## config.mk

```make
export PLATFORM = sky130hd
export DESIGN_NAME = encoder_gated_sample_averager_flat
export DESIGN_NICKNAME = d
export VERILOG_FILES = /design/src/egsa_pkg.sv /design/src/egsa_if.sv /design/src/egsa_front.sv /design/src/egsa_queue.sv /design/src/egsa_back.sv /design/src/encoder_gated_sample_averager.sv /design/src/flat_wrapper.sv
export SDC_FILE = /design/constraint.sdc
export NUM_CORES = 1
export LEC_CHECK = 0
export BUFFER_PORTS_ARGS = -buffer_cell sky130_fd_sc_hd__buf_2
export CORE_ASPECT_RATIO = 0.9
export CORE_MARGIN = 2
export CORE_UTILIZATION = 55
export DETAILED_ROUTE_END_ITERATION = 10
export PLACE_DENSITY = 0.72
export SYNTH_ARGS = -nofsm -noshare
export SYNTH_HDL_FRONTEND = slang
export SYNTH_HIERARCHICAL = 1
export SYNTH_SLANG_ARGS = --single-unit
export TNS_END_PERCENT = 100
```

## constraint.sdc

```tcl
create_clock -name clk -period 5.1 [get_ports clk]
set_clock_uncertainty 0.2 [all_clocks]
set_input_delay 0 -clock clk [delete_from_list [all_inputs] [get_ports clk]]
set_output_delay 0 -clock clk [all_outputs]
set_load 0.01 [all_outputs]
```

## src/egsa_pkg.sv

```systemverilog
package egsa_pkg;

  // fixed field widths of the channels
  localparam int SAMPLE_W  = 16;
  localparam int ENCODER_W = 16;
  localparam int BYTE_W    = 8;

  // defaults for the top-level parameters
  localparam int SAMPLE_BITS_DEF  = 16;
  localparam int ENCODER_BITS_DEF = 16;

  // configuration registers
  localparam int LIMIT_W    = 10;
  localparam int STEPS_W    = 8;
  localparam int CFG_DATA_W = 10;
  localparam int CFG_IDX_W  = 1;

  localparam logic [CFG_IDX_W-1:0] CFG_SAMPLE_LIMIT    = 1'b0;
  localparam logic [CFG_IDX_W-1:0] CFG_STEPS_PER_BLOCK = 1'b1;

  localparam logic [LIMIT_W-1:0] LIMIT_RST = 10'd400;
  localparam logic [STEPS_W-1:0] STEPS_RST = 8'd200;

  // frame bytes
  localparam logic [BYTE_W-1:0] FRAME_CR  = 8'h0D;
  localparam logic [BYTE_W-1:0] FRAME_END = 8'hFF;

  localparam int QUEUE_DEPTH = 4;

  typedef enum logic [2:0] {
    BYTE_MEAN_LO = 3'd0,
    BYTE_MEAN_HI = 3'd1,
    BYTE_ENC_LO  = 3'd2,
    BYTE_ENC_HI  = 3'd3,
    BYTE_CR      = 3'd4,
    BYTE_END     = 3'd5
  } frame_byte_t;

  typedef enum logic [2:0] {
    ST_IDLE = 3'b001,
    ST_DIV  = 3'b010,
    ST_SEND = 3'b100
  } back_state_t;

  typedef struct packed {
    logic full;
    logic empty;
  } queue_stat_t;

endpackage

```

## src/egsa_if.sv

```systemverilog
interface egsa_in_if;
  logic                           valid;
  logic                           ready;
  logic [egsa_pkg::SAMPLE_W-1:0]  sample;
  logic [egsa_pkg::ENCODER_W-1:0] encoder_count;

  modport source (output valid, sample, encoder_count, input ready);
  modport sink   (input valid, sample, encoder_count, output ready);
endinterface

interface egsa_out_if;
  logic                        valid;
  logic                        ready;
  logic [egsa_pkg::BYTE_W-1:0] out_byte;
  logic                        last_of_step;
  logic                        last_of_block;

  modport source (output valid, out_byte, last_of_step, last_of_block, input ready);
  modport sink   (input valid, out_byte, last_of_step, last_of_block, output ready);
endinterface

```

## src/egsa_front.sv

```systemverilog
module egsa_front #(
  parameter int SAMPLE_BITS  = egsa_pkg::SAMPLE_BITS_DEF,
  parameter int ENCODER_BITS = egsa_pkg::ENCODER_BITS_DEF,
  parameter int SUM_W        = SAMPLE_BITS + egsa_pkg::LIMIT_W,
  parameter int REC_W        = SUM_W + egsa_pkg::LIMIT_W + ENCODER_BITS + 1
) (
  input  logic                               clk,
  input  logic                               rst_n,
  input  logic                               in_valid,
  output logic                               in_ready,
  input  logic [egsa_pkg::SAMPLE_W-1:0]      in_sample,
  input  logic [egsa_pkg::ENCODER_W-1:0]     in_encoder_count,
  input  logic [egsa_pkg::LIMIT_W-1:0]       sample_limit,
  input  logic [egsa_pkg::STEPS_W-1:0]       steps_per_block,
  input  egsa_pkg::queue_stat_t              q_stat,
  output logic                               push,
  output logic [REC_W-1:0]                   push_data
);

  logic                          open_r;
  logic [ENCODER_BITS-1:0]       ref_r;
  logic [SUM_W-1:0]              sum_r;
  logic [egsa_pkg::LIMIT_W-1:0]  cnt_r;
  logic [egsa_pkg::STEPS_W-1:0]  step_idx_r;

  logic [SAMPLE_BITS-1:0]        smp;
  logic [ENCODER_BITS-1:0]       enc;
  logic [ENCODER_BITS-1:0]       ref_val;
  logic [SUM_W-1:0]              sum_base;
  logic [egsa_pkg::LIMIT_W-1:0]  cnt_base;
  logic [SUM_W-1:0]              sum_nxt;
  logic [egsa_pkg::LIMIT_W-1:0]  cnt_nxt;
  logic                          close;
  logic [egsa_pkg::STEPS_W:0]    step_plus;
  logic                          block_end;
  logic                          in_fire;

  assign in_ready = !q_stat.full;
  assign in_fire  = in_valid && in_ready;

  assign smp = in_sample[SAMPLE_BITS-1:0];
  assign enc = in_encoder_count[ENCODER_BITS-1:0];

  // a tick with no step open starts a fresh one
  assign ref_val  = open_r ? ref_r : enc;
  assign sum_base = open_r ? sum_r : '0;
  assign cnt_base = open_r ? cnt_r : '0;

  always_comb begin
    sum_nxt = sum_base;
    cnt_nxt = cnt_base;
    if (cnt_base < sample_limit) begin
      sum_nxt = sum_base + SUM_W'(smp);
      cnt_nxt = cnt_base + 1'b1;
    end
  end

  assign close     = (enc != ref_val);
  assign step_plus = {1'b0, step_idx_r} + 1'b1;
  assign block_end = (step_plus >= {1'b0, steps_per_block});

  assign push      = in_fire && close;
  assign push_data = {block_end, enc, cnt_nxt, sum_nxt};

  always_ff @(posedge clk) begin
    if (!rst_n) begin
      open_r     <= 1'b0;
      step_idx_r <= '0;
    end else if (in_fire) begin
      if (close) begin
        open_r     <= 1'b0;
        step_idx_r <= block_end ? '0 : step_plus[egsa_pkg::STEPS_W-1:0];
      end else begin
        open_r <= 1'b1;
      end
    end
  end

  always_ff @(posedge clk) begin
    if (in_fire && !close) begin
      ref_r <= ref_val;
      sum_r <= sum_nxt;
      cnt_r <= cnt_nxt;
    end
  end

endmodule

```

## src/egsa_queue.sv

```systemverilog
module egsa_queue #(
  parameter int WIDTH = 8,
  parameter int DEPTH = egsa_pkg::QUEUE_DEPTH
) (
  input  logic                  clk,
  input  logic                  rst_n,
  input  logic                  push,
  input  logic [WIDTH-1:0]      push_data,
  input  logic                  pop,
  output logic [WIDTH-1:0]      pop_data,
  output egsa_pkg::queue_stat_t stat
);

  localparam int PTR_W = (DEPTH > 1) ? $clog2(DEPTH) : 1;
  localparam int CNT_W = $clog2(DEPTH + 1);

  logic [WIDTH-1:0] mem_r [DEPTH];
  logic [PTR_W-1:0] wr_ptr_r;
  logic [PTR_W-1:0] rd_ptr_r;
  logic [CNT_W-1:0] count_r;
  logic             do_push;
  logic             do_pop;

  assign stat.full  = (count_r == CNT_W'(DEPTH));
  assign stat.empty = (count_r == '0);
  assign do_push    = push && !stat.full;
  assign do_pop     = pop && !stat.empty;
  assign pop_data   = mem_r[rd_ptr_r];

  always_ff @(posedge clk) begin
    if (!rst_n) begin
      wr_ptr_r <= '0;
      rd_ptr_r <= '0;
      count_r  <= '0;
    end else begin
      if (do_push) begin
        wr_ptr_r <= (wr_ptr_r == PTR_W'(DEPTH - 1)) ? '0 : wr_ptr_r + 1'b1;
      end
      if (do_pop) begin
        rd_ptr_r <= (rd_ptr_r == PTR_W'(DEPTH - 1)) ? '0 : rd_ptr_r + 1'b1;
      end
      if (do_push && !do_pop) begin
        count_r <= count_r + 1'b1;
      end else if (do_pop && !do_push) begin
        count_r <= count_r - 1'b1;
      end
    end
  end

  always_ff @(posedge clk) begin
    if (do_push) begin
      mem_r[wr_ptr_r] <= push_data;
    end
  end

endmodule

```

## src/egsa_back.sv

```systemverilog
module egsa_back #(
  parameter int SAMPLE_BITS  = egsa_pkg::SAMPLE_BITS_DEF,
  parameter int ENCODER_BITS = egsa_pkg::ENCODER_BITS_DEF,
  parameter int SUM_W        = SAMPLE_BITS + egsa_pkg::LIMIT_W,
  parameter int REC_W        = SUM_W + egsa_pkg::LIMIT_W + ENCODER_BITS + 1
) (
  input  logic                          clk,
  input  logic                          rst_n,
  input  egsa_pkg::queue_stat_t         q_stat,
  input  logic [REC_W-1:0]              pop_data,
  output logic                          pop,
  output logic                          out_valid,
  input  logic                          out_ready,
  output logic [egsa_pkg::BYTE_W-1:0]   out_byte,
  output logic                          out_last_of_step,
  output logic                          out_last_of_block
);

  localparam int LW     = egsa_pkg::LIMIT_W;
  localparam int ITER_W = $clog2(SAMPLE_BITS + 1);

  egsa_pkg::back_state_t state_r;
  egsa_pkg::frame_byte_t pos_r;
  logic [LW-1:0]                    rem_r;
  logic [LW-1:0]                    div_r;
  logic [SAMPLE_BITS-1:0]           quo_r;
  logic [ITER_W-1:0]                iter_r;
  logic [egsa_pkg::ENCODER_W-1:0]   enc_r;
  logic                             end_r;
  logic                             out_valid_r;
  logic [egsa_pkg::BYTE_W-1:0]      byte_r;
  logic                             los_r;
  logic                             lob_r;

  logic [SUM_W-1:0]         rec_sum;
  logic [LW-1:0]            rec_cnt;
  logic [ENCODER_BITS-1:0]  rec_enc;
  logic                     rec_end;
  logic [LW:0]              trial;
  logic                     ge;
  logic [LW:0]              diff;
  logic [LW-1:0]            rem_nxt;
  logic [SAMPLE_BITS-1:0]   quo_nxt;
  logic [egsa_pkg::SAMPLE_W-1:0] mean;
  logic                     load_ok;
  logic [egsa_pkg::BYTE_W-1:0] sel_byte;
  egsa_pkg::frame_byte_t    pos_nxt;

  assign rec_sum = pop_data[SUM_W-1:0];
  assign rec_cnt = pop_data[SUM_W +: LW];
  assign rec_enc = pop_data[SUM_W+LW +: ENCODER_BITS];
  assign rec_end = pop_data[REC_W-1];

  assign pop = (state_r == egsa_pkg::ST_IDLE) && !q_stat.empty;

  // restoring division, one quotient bit per cycle
  assign trial   = {rem_r, quo_r[SAMPLE_BITS-1]};
  assign ge      = (trial >= {1'b0, div_r});
  assign diff    = trial - {1'b0, div_r};
  assign rem_nxt = ge ? diff[LW-1:0] : trial[LW-1:0];
  assign quo_nxt = {quo_r[SAMPLE_BITS-2:0], ge};

  assign mean    = egsa_pkg::SAMPLE_W'(quo_r);
  assign load_ok = !out_valid_r || out_ready;

  always_comb begin
    case (pos_r)
      egsa_pkg::BYTE_MEAN_LO: begin
        sel_byte = mean[7:0];
        pos_nxt  = egsa_pkg::BYTE_MEAN_HI;
      end
      egsa_pkg::BYTE_MEAN_HI: begin
        sel_byte = mean[15:8];
        pos_nxt  = egsa_pkg::BYTE_ENC_LO;
      end
      egsa_pkg::BYTE_ENC_LO: begin
        sel_byte = enc_r[7:0];
        pos_nxt  = egsa_pkg::BYTE_ENC_HI;
      end
      egsa_pkg::BYTE_ENC_HI: begin
        sel_byte = enc_r[15:8];
        pos_nxt  = egsa_pkg::BYTE_CR;
      end
      egsa_pkg::BYTE_CR: begin
        sel_byte = egsa_pkg::FRAME_CR;
        pos_nxt  = egsa_pkg::BYTE_END;
      end
      egsa_pkg::BYTE_END: begin
        sel_byte = egsa_pkg::FRAME_END;
        pos_nxt  = egsa_pkg::BYTE_MEAN_LO;
      end
      default: begin
        sel_byte = egsa_pkg::FRAME_END;
        pos_nxt  = egsa_pkg::BYTE_MEAN_LO;
      end
    endcase
  end

  always_ff @(posedge clk) begin
    if (!rst_n) begin
      state_r     <= egsa_pkg::ST_IDLE;
      pos_r       <= egsa_pkg::BYTE_MEAN_LO;
      out_valid_r <= 1'b0;
    end else begin
      // a new byte fills the slot, else a taken byte frees it
      if (state_r == egsa_pkg::ST_SEND && load_ok) begin
        out_valid_r <= 1'b1;
      end else if (out_ready) begin
        out_valid_r <= 1'b0;
      end
      case (state_r)
        egsa_pkg::ST_IDLE: begin
          if (pop) begin
            pos_r <= egsa_pkg::BYTE_MEAN_LO;
            // an empty sum averages to zero
            state_r <= (rec_cnt == '0) ? egsa_pkg::ST_SEND : egsa_pkg::ST_DIV;
          end
        end
        egsa_pkg::ST_DIV: begin
          if (iter_r == '0) begin
            state_r <= egsa_pkg::ST_SEND;
          end
        end
        egsa_pkg::ST_SEND: begin
          if (load_ok) begin
            pos_r <= pos_nxt;
            if (pos_r == egsa_pkg::BYTE_END) begin
              state_r <= egsa_pkg::ST_IDLE;
            end
          end
        end
        default: begin
          state_r <= egsa_pkg::ST_IDLE;
        end
      endcase
    end
  end

  always_ff @(posedge clk) begin
    if (pop) begin
      rem_r  <= rec_sum[SUM_W-1:SAMPLE_BITS];
      quo_r  <= (rec_cnt == '0) ? '0 : rec_sum[SAMPLE_BITS-1:0];
      div_r  <= rec_cnt;
      iter_r <= ITER_W'(SAMPLE_BITS - 1);
      enc_r  <= egsa_pkg::ENCODER_W'(rec_enc);
      end_r  <= rec_end;
    end else if (state_r == egsa_pkg::ST_DIV) begin
      rem_r  <= rem_nxt;
      quo_r  <= quo_nxt;
      iter_r <= iter_r - 1'b1;
    end
    if (state_r == egsa_pkg::ST_SEND && load_ok) begin
      byte_r <= sel_byte;
      los_r  <= (pos_r == egsa_pkg::BYTE_END);
      lob_r  <= (pos_r == egsa_pkg::BYTE_END) && end_r;
    end
  end

  assign out_valid         = out_valid_r;
  assign out_byte          = byte_r;
  assign out_last_of_step  = los_r;
  assign out_last_of_block = lob_r;

endmodule

```

## src/encoder_gated_sample_averager.sv

```systemverilog
// Averages ADC samples over each encoder step and sends one six-byte frame per
// step: mean low, mean high, encoder low, encoder high, 0x0D, 0xFF. Ticks are
// taken one per cycle while the queue is not full; a tick whose encoder count
// differs from the one latched at the start of the step closes it and writes a
// record into a four-entry queue. The back end turns each record into a frame
// by bit-serial division followed by the six byte loads, and takes the next
// record only once the last byte of the frame is loaded. The input stalls on
// any tick while the queue is full, i.e. when steps close faster than the back
// end drains them (or the output is held off). No start-up pass after reset;
// config writes are to be made only while the block is idle; the block itself
// does not enforce this.
module encoder_gated_sample_averager #(
  parameter int SAMPLE_BITS  = egsa_pkg::SAMPLE_BITS_DEF,
  parameter int ENCODER_BITS = egsa_pkg::ENCODER_BITS_DEF
) (
  input  logic                               clk,
  input  logic                               rst_n,
  input  logic                               cfg_we,
  input  logic [egsa_pkg::CFG_IDX_W-1:0]     cfg_idx,
  input  logic [egsa_pkg::CFG_DATA_W-1:0]    cfg_data,
  egsa_in_if.sink                            in_ch,
  egsa_out_if.source                         out_ch
);

  localparam int SUM_W = SAMPLE_BITS + egsa_pkg::LIMIT_W;
  localparam int REC_W = SUM_W + egsa_pkg::LIMIT_W + ENCODER_BITS + 1;

  logic [egsa_pkg::LIMIT_W-1:0] limit_r;
  logic [egsa_pkg::STEPS_W-1:0] steps_r;

  egsa_pkg::queue_stat_t q_stat;
  logic             push;
  logic [REC_W-1:0] push_data;
  logic             pop;
  logic [REC_W-1:0] pop_data;

  always_ff @(posedge clk) begin
    if (!rst_n) begin
      limit_r <= egsa_pkg::LIMIT_RST;
      steps_r <= egsa_pkg::STEPS_RST;
    end else if (cfg_we) begin
      case (cfg_idx)
        egsa_pkg::CFG_SAMPLE_LIMIT:    limit_r <= cfg_data[egsa_pkg::LIMIT_W-1:0];
        egsa_pkg::CFG_STEPS_PER_BLOCK: steps_r <= cfg_data[egsa_pkg::STEPS_W-1:0];
        default: ;
      endcase
    end
  end

  egsa_front #(
    .SAMPLE_BITS (SAMPLE_BITS),
    .ENCODER_BITS(ENCODER_BITS),
    .SUM_W       (SUM_W),
    .REC_W       (REC_W)
  ) u_front (
    .clk             (clk),
    .rst_n           (rst_n),
    .in_valid        (in_ch.valid),
    .in_ready        (in_ch.ready),
    .in_sample       (in_ch.sample),
    .in_encoder_count(in_ch.encoder_count),
    .sample_limit    (limit_r),
    .steps_per_block (steps_r),
    .q_stat          (q_stat),
    .push            (push),
    .push_data       (push_data)
  );

  egsa_queue #(
    .WIDTH(REC_W),
    .DEPTH(egsa_pkg::QUEUE_DEPTH)
  ) u_queue (
    .clk      (clk),
    .rst_n    (rst_n),
    .push     (push),
    .push_data(push_data),
    .pop      (pop),
    .pop_data (pop_data),
    .stat     (q_stat)
  );

  egsa_back #(
    .SAMPLE_BITS (SAMPLE_BITS),
    .ENCODER_BITS(ENCODER_BITS),
    .SUM_W       (SUM_W),
    .REC_W       (REC_W)
  ) u_back (
    .clk              (clk),
    .rst_n            (rst_n),
    .q_stat           (q_stat),
    .pop_data         (pop_data),
    .pop              (pop),
    .out_valid        (out_ch.valid),
    .out_ready        (out_ch.ready),
    .out_byte         (out_ch.out_byte),
    .out_last_of_step (out_ch.last_of_step),
    .out_last_of_block(out_ch.last_of_block)
  );

endmodule

```

## src/flat_wrapper.sv

```systemverilog
// flat-port wrapper written by rule: the top's interface ports become plain ports
module encoder_gated_sample_averager_flat 
#(
  parameter int SAMPLE_BITS  = egsa_pkg::SAMPLE_BITS_DEF,
  parameter int ENCODER_BITS = egsa_pkg::ENCODER_BITS_DEF
)
  (clk, rst_n, cfg_we, cfg_idx, cfg_data, in_ch_valid, in_ch_sample, in_ch_encoder_count, in_ch_ready, out_ch_valid, out_ch_out_byte, out_ch_last_of_step, out_ch_last_of_block, out_ch_ready);
  egsa_in_if in_ch_i ();
  egsa_out_if out_ch_i ();
  input  logic clk;
  input  logic rst_n;
  input  logic cfg_we;
  input  logic [egsa_pkg::CFG_IDX_W-1:0] cfg_idx;
  input  logic [egsa_pkg::CFG_DATA_W-1:0] cfg_data;
  input wire logic [$bits(in_ch_i.valid)-1:0] in_ch_valid;
  input wire logic [$bits(in_ch_i.sample)-1:0] in_ch_sample;
  input wire logic [$bits(in_ch_i.encoder_count)-1:0] in_ch_encoder_count;
  output wire logic [$bits(in_ch_i.ready)-1:0] in_ch_ready;
  output wire logic [$bits(out_ch_i.valid)-1:0] out_ch_valid;
  output wire logic [$bits(out_ch_i.out_byte)-1:0] out_ch_out_byte;
  output wire logic [$bits(out_ch_i.last_of_step)-1:0] out_ch_last_of_step;
  output wire logic [$bits(out_ch_i.last_of_block)-1:0] out_ch_last_of_block;
  input wire logic [$bits(out_ch_i.ready)-1:0] out_ch_ready;
  assign in_ch_i.valid = in_ch_valid;
  assign in_ch_i.sample = in_ch_sample;
  assign in_ch_i.encoder_count = in_ch_encoder_count;
  assign in_ch_ready = in_ch_i.ready;
  assign out_ch_valid = out_ch_i.valid;
  assign out_ch_out_byte = out_ch_i.out_byte;
  assign out_ch_last_of_step = out_ch_i.last_of_step;
  assign out_ch_last_of_block = out_ch_i.last_of_block;
  assign out_ch_i.ready = out_ch_ready;
  encoder_gated_sample_averager #(.SAMPLE_BITS(SAMPLE_BITS), .ENCODER_BITS(ENCODER_BITS)) u_core (.clk(clk), .rst_n(rst_n), .cfg_we(cfg_we), .cfg_idx(cfg_idx), .cfg_data(cfg_data), .in_ch(in_ch_i), .out_ch(out_ch_i));
endmodule
```

-- Word level (Yosys, flattened, before mapping)
Memory sizes are Yosys's and may differ from the RTL's. A register that Yosys moved wholly into a read port is not among the register bits.
Index checks and enable logic that the tools add are counted.
- register bits: 161
- latch bits: 0
- bits in writable memories: 212
- ROM bits: 0
- input bits: 48
- output and inout bits: 12
- logic and storage cells: 116
- memories: 1
- add/sub/neg operators: 9
- multipliers: 0
- div/mod/pow operators: 0
- magnitude comparators: 3
- equal/unequal tests: 16
- shifts and indexed selects: 0
- mux-type cells: 34
- bitwise gates (word level): 1
- reductions and logical operators: 30
- memories (name ; words ; bits a word ; rd ports ; clocked after memory_dff ; wr ports ; line ; RTL):
    u_core.u_queue.mem_r ; 4 ; 53 ; 1 ; 1 ; 1 ; egsa_queue.sv:17 ; logic [WIDTH-1:0] mem_r [DEPTH];
- operator list (operator ; count):
    $mux 16 ; 4
    $mux 26 ; 2
    $mux 10 ; 5
    $pmux 8 s5 ; 1
    $mux 3 ; 9
    $add 26x16->26 ; 1
    $ne 16x16->1 ; 1
    $pmux 3 s5 ; 1
    $eq 3x3->1 const B ; 4
    $ge 11x10->1 ; 1
    $add 10x1->10 const B ; 1
    $logic_and 1x1->1 ; 10
    $logic_not 10->1 ; 1
    $lt 10x10->1 ; 1
    $sub 10x10->10 ; 1
    $add 8x1->9 const B ; 1
    $eq 3x2->1 const B ; 3
    $ge 9x8->1 ; 1
    $pmux 3 s3 ; 1
    $mux 2 ; 4
    $mux 8 ; 1
    $reduce_bool 2->1 ; 4
    $eq 3x1->1 const B ; 2
    $logic_not 1->1 ; 6
    16 further kinds ; 27

-- Logic depth before layout (Yosys ltp)
- depth in word-level cells: 9
- mapped depth: 13
- mapped depth without buffers: 11

-- By module
Netlist, hierarchy kept.
- by module, submodules not included (module ; times used ; cells an instance ; area an instance (um^2) ; sequential area each (um^2)):
    egsa_queue ; 1 ; 328 ; 8191.6 ; 6546.3
    egsa_front ; 1 ; 490 ; 4709.5 ; 1741.7
    egsa_back ; 1 ; 329 ; 3694.8 ; 2132.0
    encoder_gated_sample_averager ; 1 ; 75 ; 710.7 ; 360.3

-- Least setup slack after synthesis
No wires, ideal clock.
- path kind: reg2reg
- start: reg u_core.u_front.ref_r[12]
- end: reg u_core/u_front/cnt_r[0] (netlist name) (enable)
- library setup time: 467 ps
- data arrival time: 3268 ps
- slack: 1165 ps
- stages on the path, launching flop included: 5
- path buffers: 0
- path through: edfxtp_1 xor2_1 nor4_1 a41oi_1 nor2b_1
- cells in the longest elaborated chain, start to end: 4
- ends and longest elaborated chain (what ; line ; RTL):
    start: declaration ; egsa_front.sv:21 ; logic [ENCODER_BITS-1:0] ref_r;
    start signal: assignment ; egsa_front.sv:81 ; ref_r <= ref_val;
    $mux 16 ; egsa_front.sv:45 ; assign ref_val = open_r ? ref_r : enc;
    $ne 16x16->1 ; egsa_front.sv:58 ; assign close = (enc != ref_val);
    $logic_not 1->1 ; egsa_front.sv:80 ; if (in_fire && !close) begin
    $logic_and 1x1->1 ; egsa_front.sv:80 ;
    end signal: assignment ; egsa_front.sv:83 ; cnt_r <= cnt_nxt;
    end: declaration ; egsa_front.sv:23 ; logic [egsa_pkg::LIMIT_W-1:0] cnt_r;
Every way passes these cells.
A chain may end at the register's enable or synchronous reset.

-- Worst setup path after layout
- start: reg u_core.u_front.open_r
- end: mem u_core/u_queue/mem_r[0][22] (netlist name), data pin
- cells in the longest elaborated chain, start to end: 3
- elaborated cells between the ends (all ways): 5
- those cells by class: add/sub (1); order compare (1); mux (3)
- ends and longest elaborated chain (what ; line ; RTL):
    start: declaration ; egsa_front.sv:20 ; logic open_r;
    start signal: assignment ; egsa_front.sv:67 ; open_r <= 1'b0;
    start signal: assignment ; egsa_front.sv:71 ; open_r <= 1'b0;
    start signal: assignment ; egsa_front.sv:74 ; open_r <= 1'b1;
    $mux 26 / $mux 10 (equally long branches) ; egsa_front.sv:46, egsa_front.sv:47 ;
    $add 26x16->26 / $lt 10x10->1 (equally long branches) ; egsa_front.sv:53, egsa_front.sv:52 ;
    $mux 26 * ; egsa_front.sv:52 ; if (cnt_base < sample_limit) begin
    net u_core.push_data[22] ; encoder_gated_sample_averager.sv:33 ; logic [REC_W-1:0] push_data;
    end: declaration ; egsa_queue.sv:17 ;
Mark *: on every way through the listed nets, which the timed path passes. The rest lies on a longest branch.

==> key figures <==
Clocking
  • TritonCTS clock tree: built
  • CTS Buf Count: 38
  • Worst-Skew Late Latency: 0.53 ns
  • CTS Buffer Depth: 3
  • H-Tree Depth: 2
  • Clk Tree Root Cell: clkbuf_16
  • Clock Pin Slew Worst Setup and Hold Paths: 0.06 ns
  • Clock sinks: 375

Setup path
  • Crit path max fanout: 26
  • Number of buffer and inverter stages on the critical path: 2
  • CP startpoint kind: register
  • Crit path to: u_core/u_queue/mem_r[0][22]$_DFFE_PP_
  • Cells on worst reg2reg path: 10
  • Worst setup path startpoint: u_core/u_front/open_r$_SDFFE_PN0P_
  • Critical path, cell by cell: buf_4, buf_4, and2_1, ha_1, and3_1, a221oi_2, o21bai_4, o2111ai_4, nand2_2, o311ai_1
  • Critical Path Stages: 10
  • WP data arrival: 3.90 ns
  • Critical R2R Launch: u_core/u_front/open_r$_SDFFE_PN0P_
  • R2R Path End: u_core/u_queue/mem_r[0][22]$_DFFE_PP_
  • CP max stage delay: around 0.57 ns
  • CP Capture Type: register
  • Max stage delay cell, worst path: dfxtp_2
  • CP top delay family: compound AO/OA/AOI/OAI gates
  • CP most frequent cell: buf_4
  • R2R setup slack: ~1.2 ns
  • Required @ worst endpoint: 5.12 ns
  • Setup CP Type: register to register

Final layout
  • N_diodes: 0
  • Final Cell Area: 19500 um2
  • Nets: 1421
  • Most common cell after layout, fill and taps aside: edfxtp_1
  • Area added between synthesis and finish: 12.8%
  • Most frequent cells in the layout: edfxtp_1 (327), nand2_1 (124), o21ai_0 (60), buf_2 (59), mux4_2 (53)
  • Share of cells above drive strength 1: 0.181
  • Final Non-Filler Cells: 1756
  • # fillers: 2233

Global route
  • Initial antenna violation count: 0
  • Largest net degree at the start of global routing: 63
  • GRT overflow: 0
  • Vias in the first global route: 9920
  • Total GRT Usage: 0.215
  • First-pass GRT wire length: 54.1 mm

Placed design
  • Hpwl dp: 22.8 mm
  • Placed cells: 1640
  • RD Place Congestion: 0.893
  • Placed cell area: 17800 um2
  • Number of port buffers: 59

Min path
  • Min-delay src: in_ch_sample[13]
  • Worst hold path class: primary input to register

Job
  • Max Cap Viol: 0

Logic synthesis
  • Post-synthesis sequential area ratio: 0.623
  • Net Count, Synth: 1325
  • Syn Inst Count: 1222
  • Fraction of registers with async set or reset after synthesis: 0
  • Synth warn: 6
  • Ranking of synthesized cells by area: edfxtp_1 (57%), mux4_2 (6.9%), dfxtp_1 (5.6%), ha_1 (3.8%), nand2_1 (2.7%)
  • Yosys reg bits: 375
  • Largest area contributor in the netlist: edfxtp_1
  • Post-Synthesis Cell Area: 17300 um2
  • Predominant post-synthesis flop cell: edfxtp_1
  • Post-synth EDFFs: roughly 330
  • Post-Syn Area per Cell: 14.2 um2
  • Distinct cells, synth: 79
  • Top-area cell type share of the netlist area: 0.567

Routing
  • Via count: roughly 10000
  • DRC violation count after routing: 0
  • DR pass1 iterations: 5
  • Vias per inst: 5.75
  • DR iter-0 viols: about 890
  • Post-DR wirelength/cell: between 15 and 20 um
  • Post-Route WL: 34.8 mm
  • Remaining antenna violation count: 0

STA
  • Tmin final: 3.88 ns
  • Fin. Hold Viols: 0
  • Slew @ Worst Pin: 1.14 ns
  • RSZ-0062 raised after global routing: no
  • Hold Worst Slack: 0.0131 ns
  • Final Cycle Share: 0.761
  • Sum Neg Setup Slack: 0 ns
  • Max frequency: 258 MHz
  • Final Max Tran Viols: 0
  • Final setup violation count: 0
  • Max_slew headroom: 0.239

Die
  • Core area: 30900 um2
  • Die area: roughly 33000 um2
  • Die Width: 191 um
  • Starting Density: 0.560
  • Rows: 61
  • I/O pins: 60
  • Die height: 172 um

Pwr
  • Pwr Total: just over 0.009 W
  • Pleak: 6.97 nW
  • Maximum VDD drop: 0.000297 V
  • PwrDens: 467 nW/um2

Outcome
  • Status: complete, no violations
-- per-layer routing --
| layer | routed length, um | GRT usage | up-vias |
|---|---|---|---|
| met4 | 399 | 0.0509 | 0 |
| met5 | 0 | 0 | - |
| met2 | 17300 | 0.361 | 256 |
| met3 | 1440 | 0.0276 | 30 |
| li1 | - | - | 4797 |
| met1 | 15700 | 0.300 | 5017 |
-- final cells by class --
cell class	count	area (um2)	share of cell area
sequential	375	10800	0.552
multi-input combinational	728	5880	0.301
clock buffer	51	1050	0.0538
timing repair buffer	122	923	0.0473
tap	409	512	0.0262
inverter	53	199	0.0102
clock inverter	18	169	0.00865
-- stage by stage --
step / worst slack, ns / utilization
after floorplan: 1.16 / -
after global placement: 1.33 / 0.577
after detailed placement: 1.22 / 0.577
after CTS: 1.20 / 0.632
after global routing: 0.920 / 0.632
final: 1.22 / 0.632
-- cell families (layout without fill, tap and decap cells) --
| family | after synthesis | in the layout | share of synthesized area |
|---|---|---|---|
| xor gates and xnor gates | 58 | 58 | 0.0294 |
| DFF | 375 | 375 | 0.623 |
| buffers and inverters | 119 | 244 | 0.0378 |
| muxes | 106 | 106 | 0.104 |
| adders and majority gates | 55 | 55 | 0.0411 |
| AOI/OAI and AO/OA | 190 | 190 | 0.0719 |
| and+or+nand+nor | 319 | 319 | 0.0927 |
-- tightest hold or removal path, delay by kind of cell --
kind,cells,cell delay (ns)
AO/OA/AOI/OAI,2,0.28
adder cells (fa/ha/maj),1,0.15
buffers and inverters,1,0.09
AND/OR/NAND/NOR,1,0.08
-- Yosys cell counts, types with 10 or more instances --
library cell,n
a21boi_0,10
a21oi_1,38
and2_1,35
and3_1,11
buf_2,11
buf_4,19
clkbuf_1,20
dfxtp_1,48
edfxtp_1,327
ha_1,52
inv_1,53
mux2_2,26
mux2i_1,24
mux4_2,53
nand2_1,124
nand2b_1,10
nand3_1,20
nand4_1,16
nor2_1,42
nor2b_1,10
nor3_1,13
o211ai_1,13
o21a_1,11
o21ai_0,60
xnor2_1,22
xor2_1,36
-- how the worst min path moves through the flow --
stage | cells after the start | slack, ns | to
2_1_floorplan | 1 | -0.13 | u_core/u_back/state_r[0]$_SDFFE_PN1P_
3_3_place_gp | 3 | 0.06 | u_core/steps_r[4]$_SDFFE_PN0P_
3_5_place_dp | 1 | 0.06 | u_core/u_queue/mem_r[2][44]$_DFFE_PP_
4_1_cts | 5 | 0.004 | u_core/u_queue/mem_r[0][18]$_DFFE_PP_
5_1_grt | 5 | 0.05 | u_core/u_front/sum_r[18]$_DFFE_PP_
6_report | 5 | 0.01 | u_core/u_front/sum_r[18]$_DFFE_PP_
-- state kept, by name (all words and copies together) (netlist names), 5 cells and up, named ones only --
signal / count
u_core/limit_r: 10
u_core/steps_r: 8
u_core/u_back/div_r: 10
u_core/u_back/enc_r: 16
u_core/u_back/iter_r: 5
u_core/u_back/mean: 16
u_core/u_back/out_byte: 8
u_core/u_back/rem_r: 10
u_core/u_front/cnt_r: 10
u_core/u_front/ref_r: 16
u_core/u_front/step_idx_r: 8
u_core/u_front/sum_r: 26
u_core/u_queue/mem_r: 212
-- what timing repair did --
action                    CTS  global route
hold endpoints to repair  155             0
setup buffers               0             0
hold buffers               47             0
gates resized for setup     0             0
-- report_power, final --
part           internal [W]  total [W]  switching (W)  leakage (nW)
combinational      0.000900    0.00222        0.00132          2.96
sequential          0.00400    0.00422       0.000222          3.41
clock               0.00156    0.00268        0.00112         0.591
(Power assumes the default switching activity.)
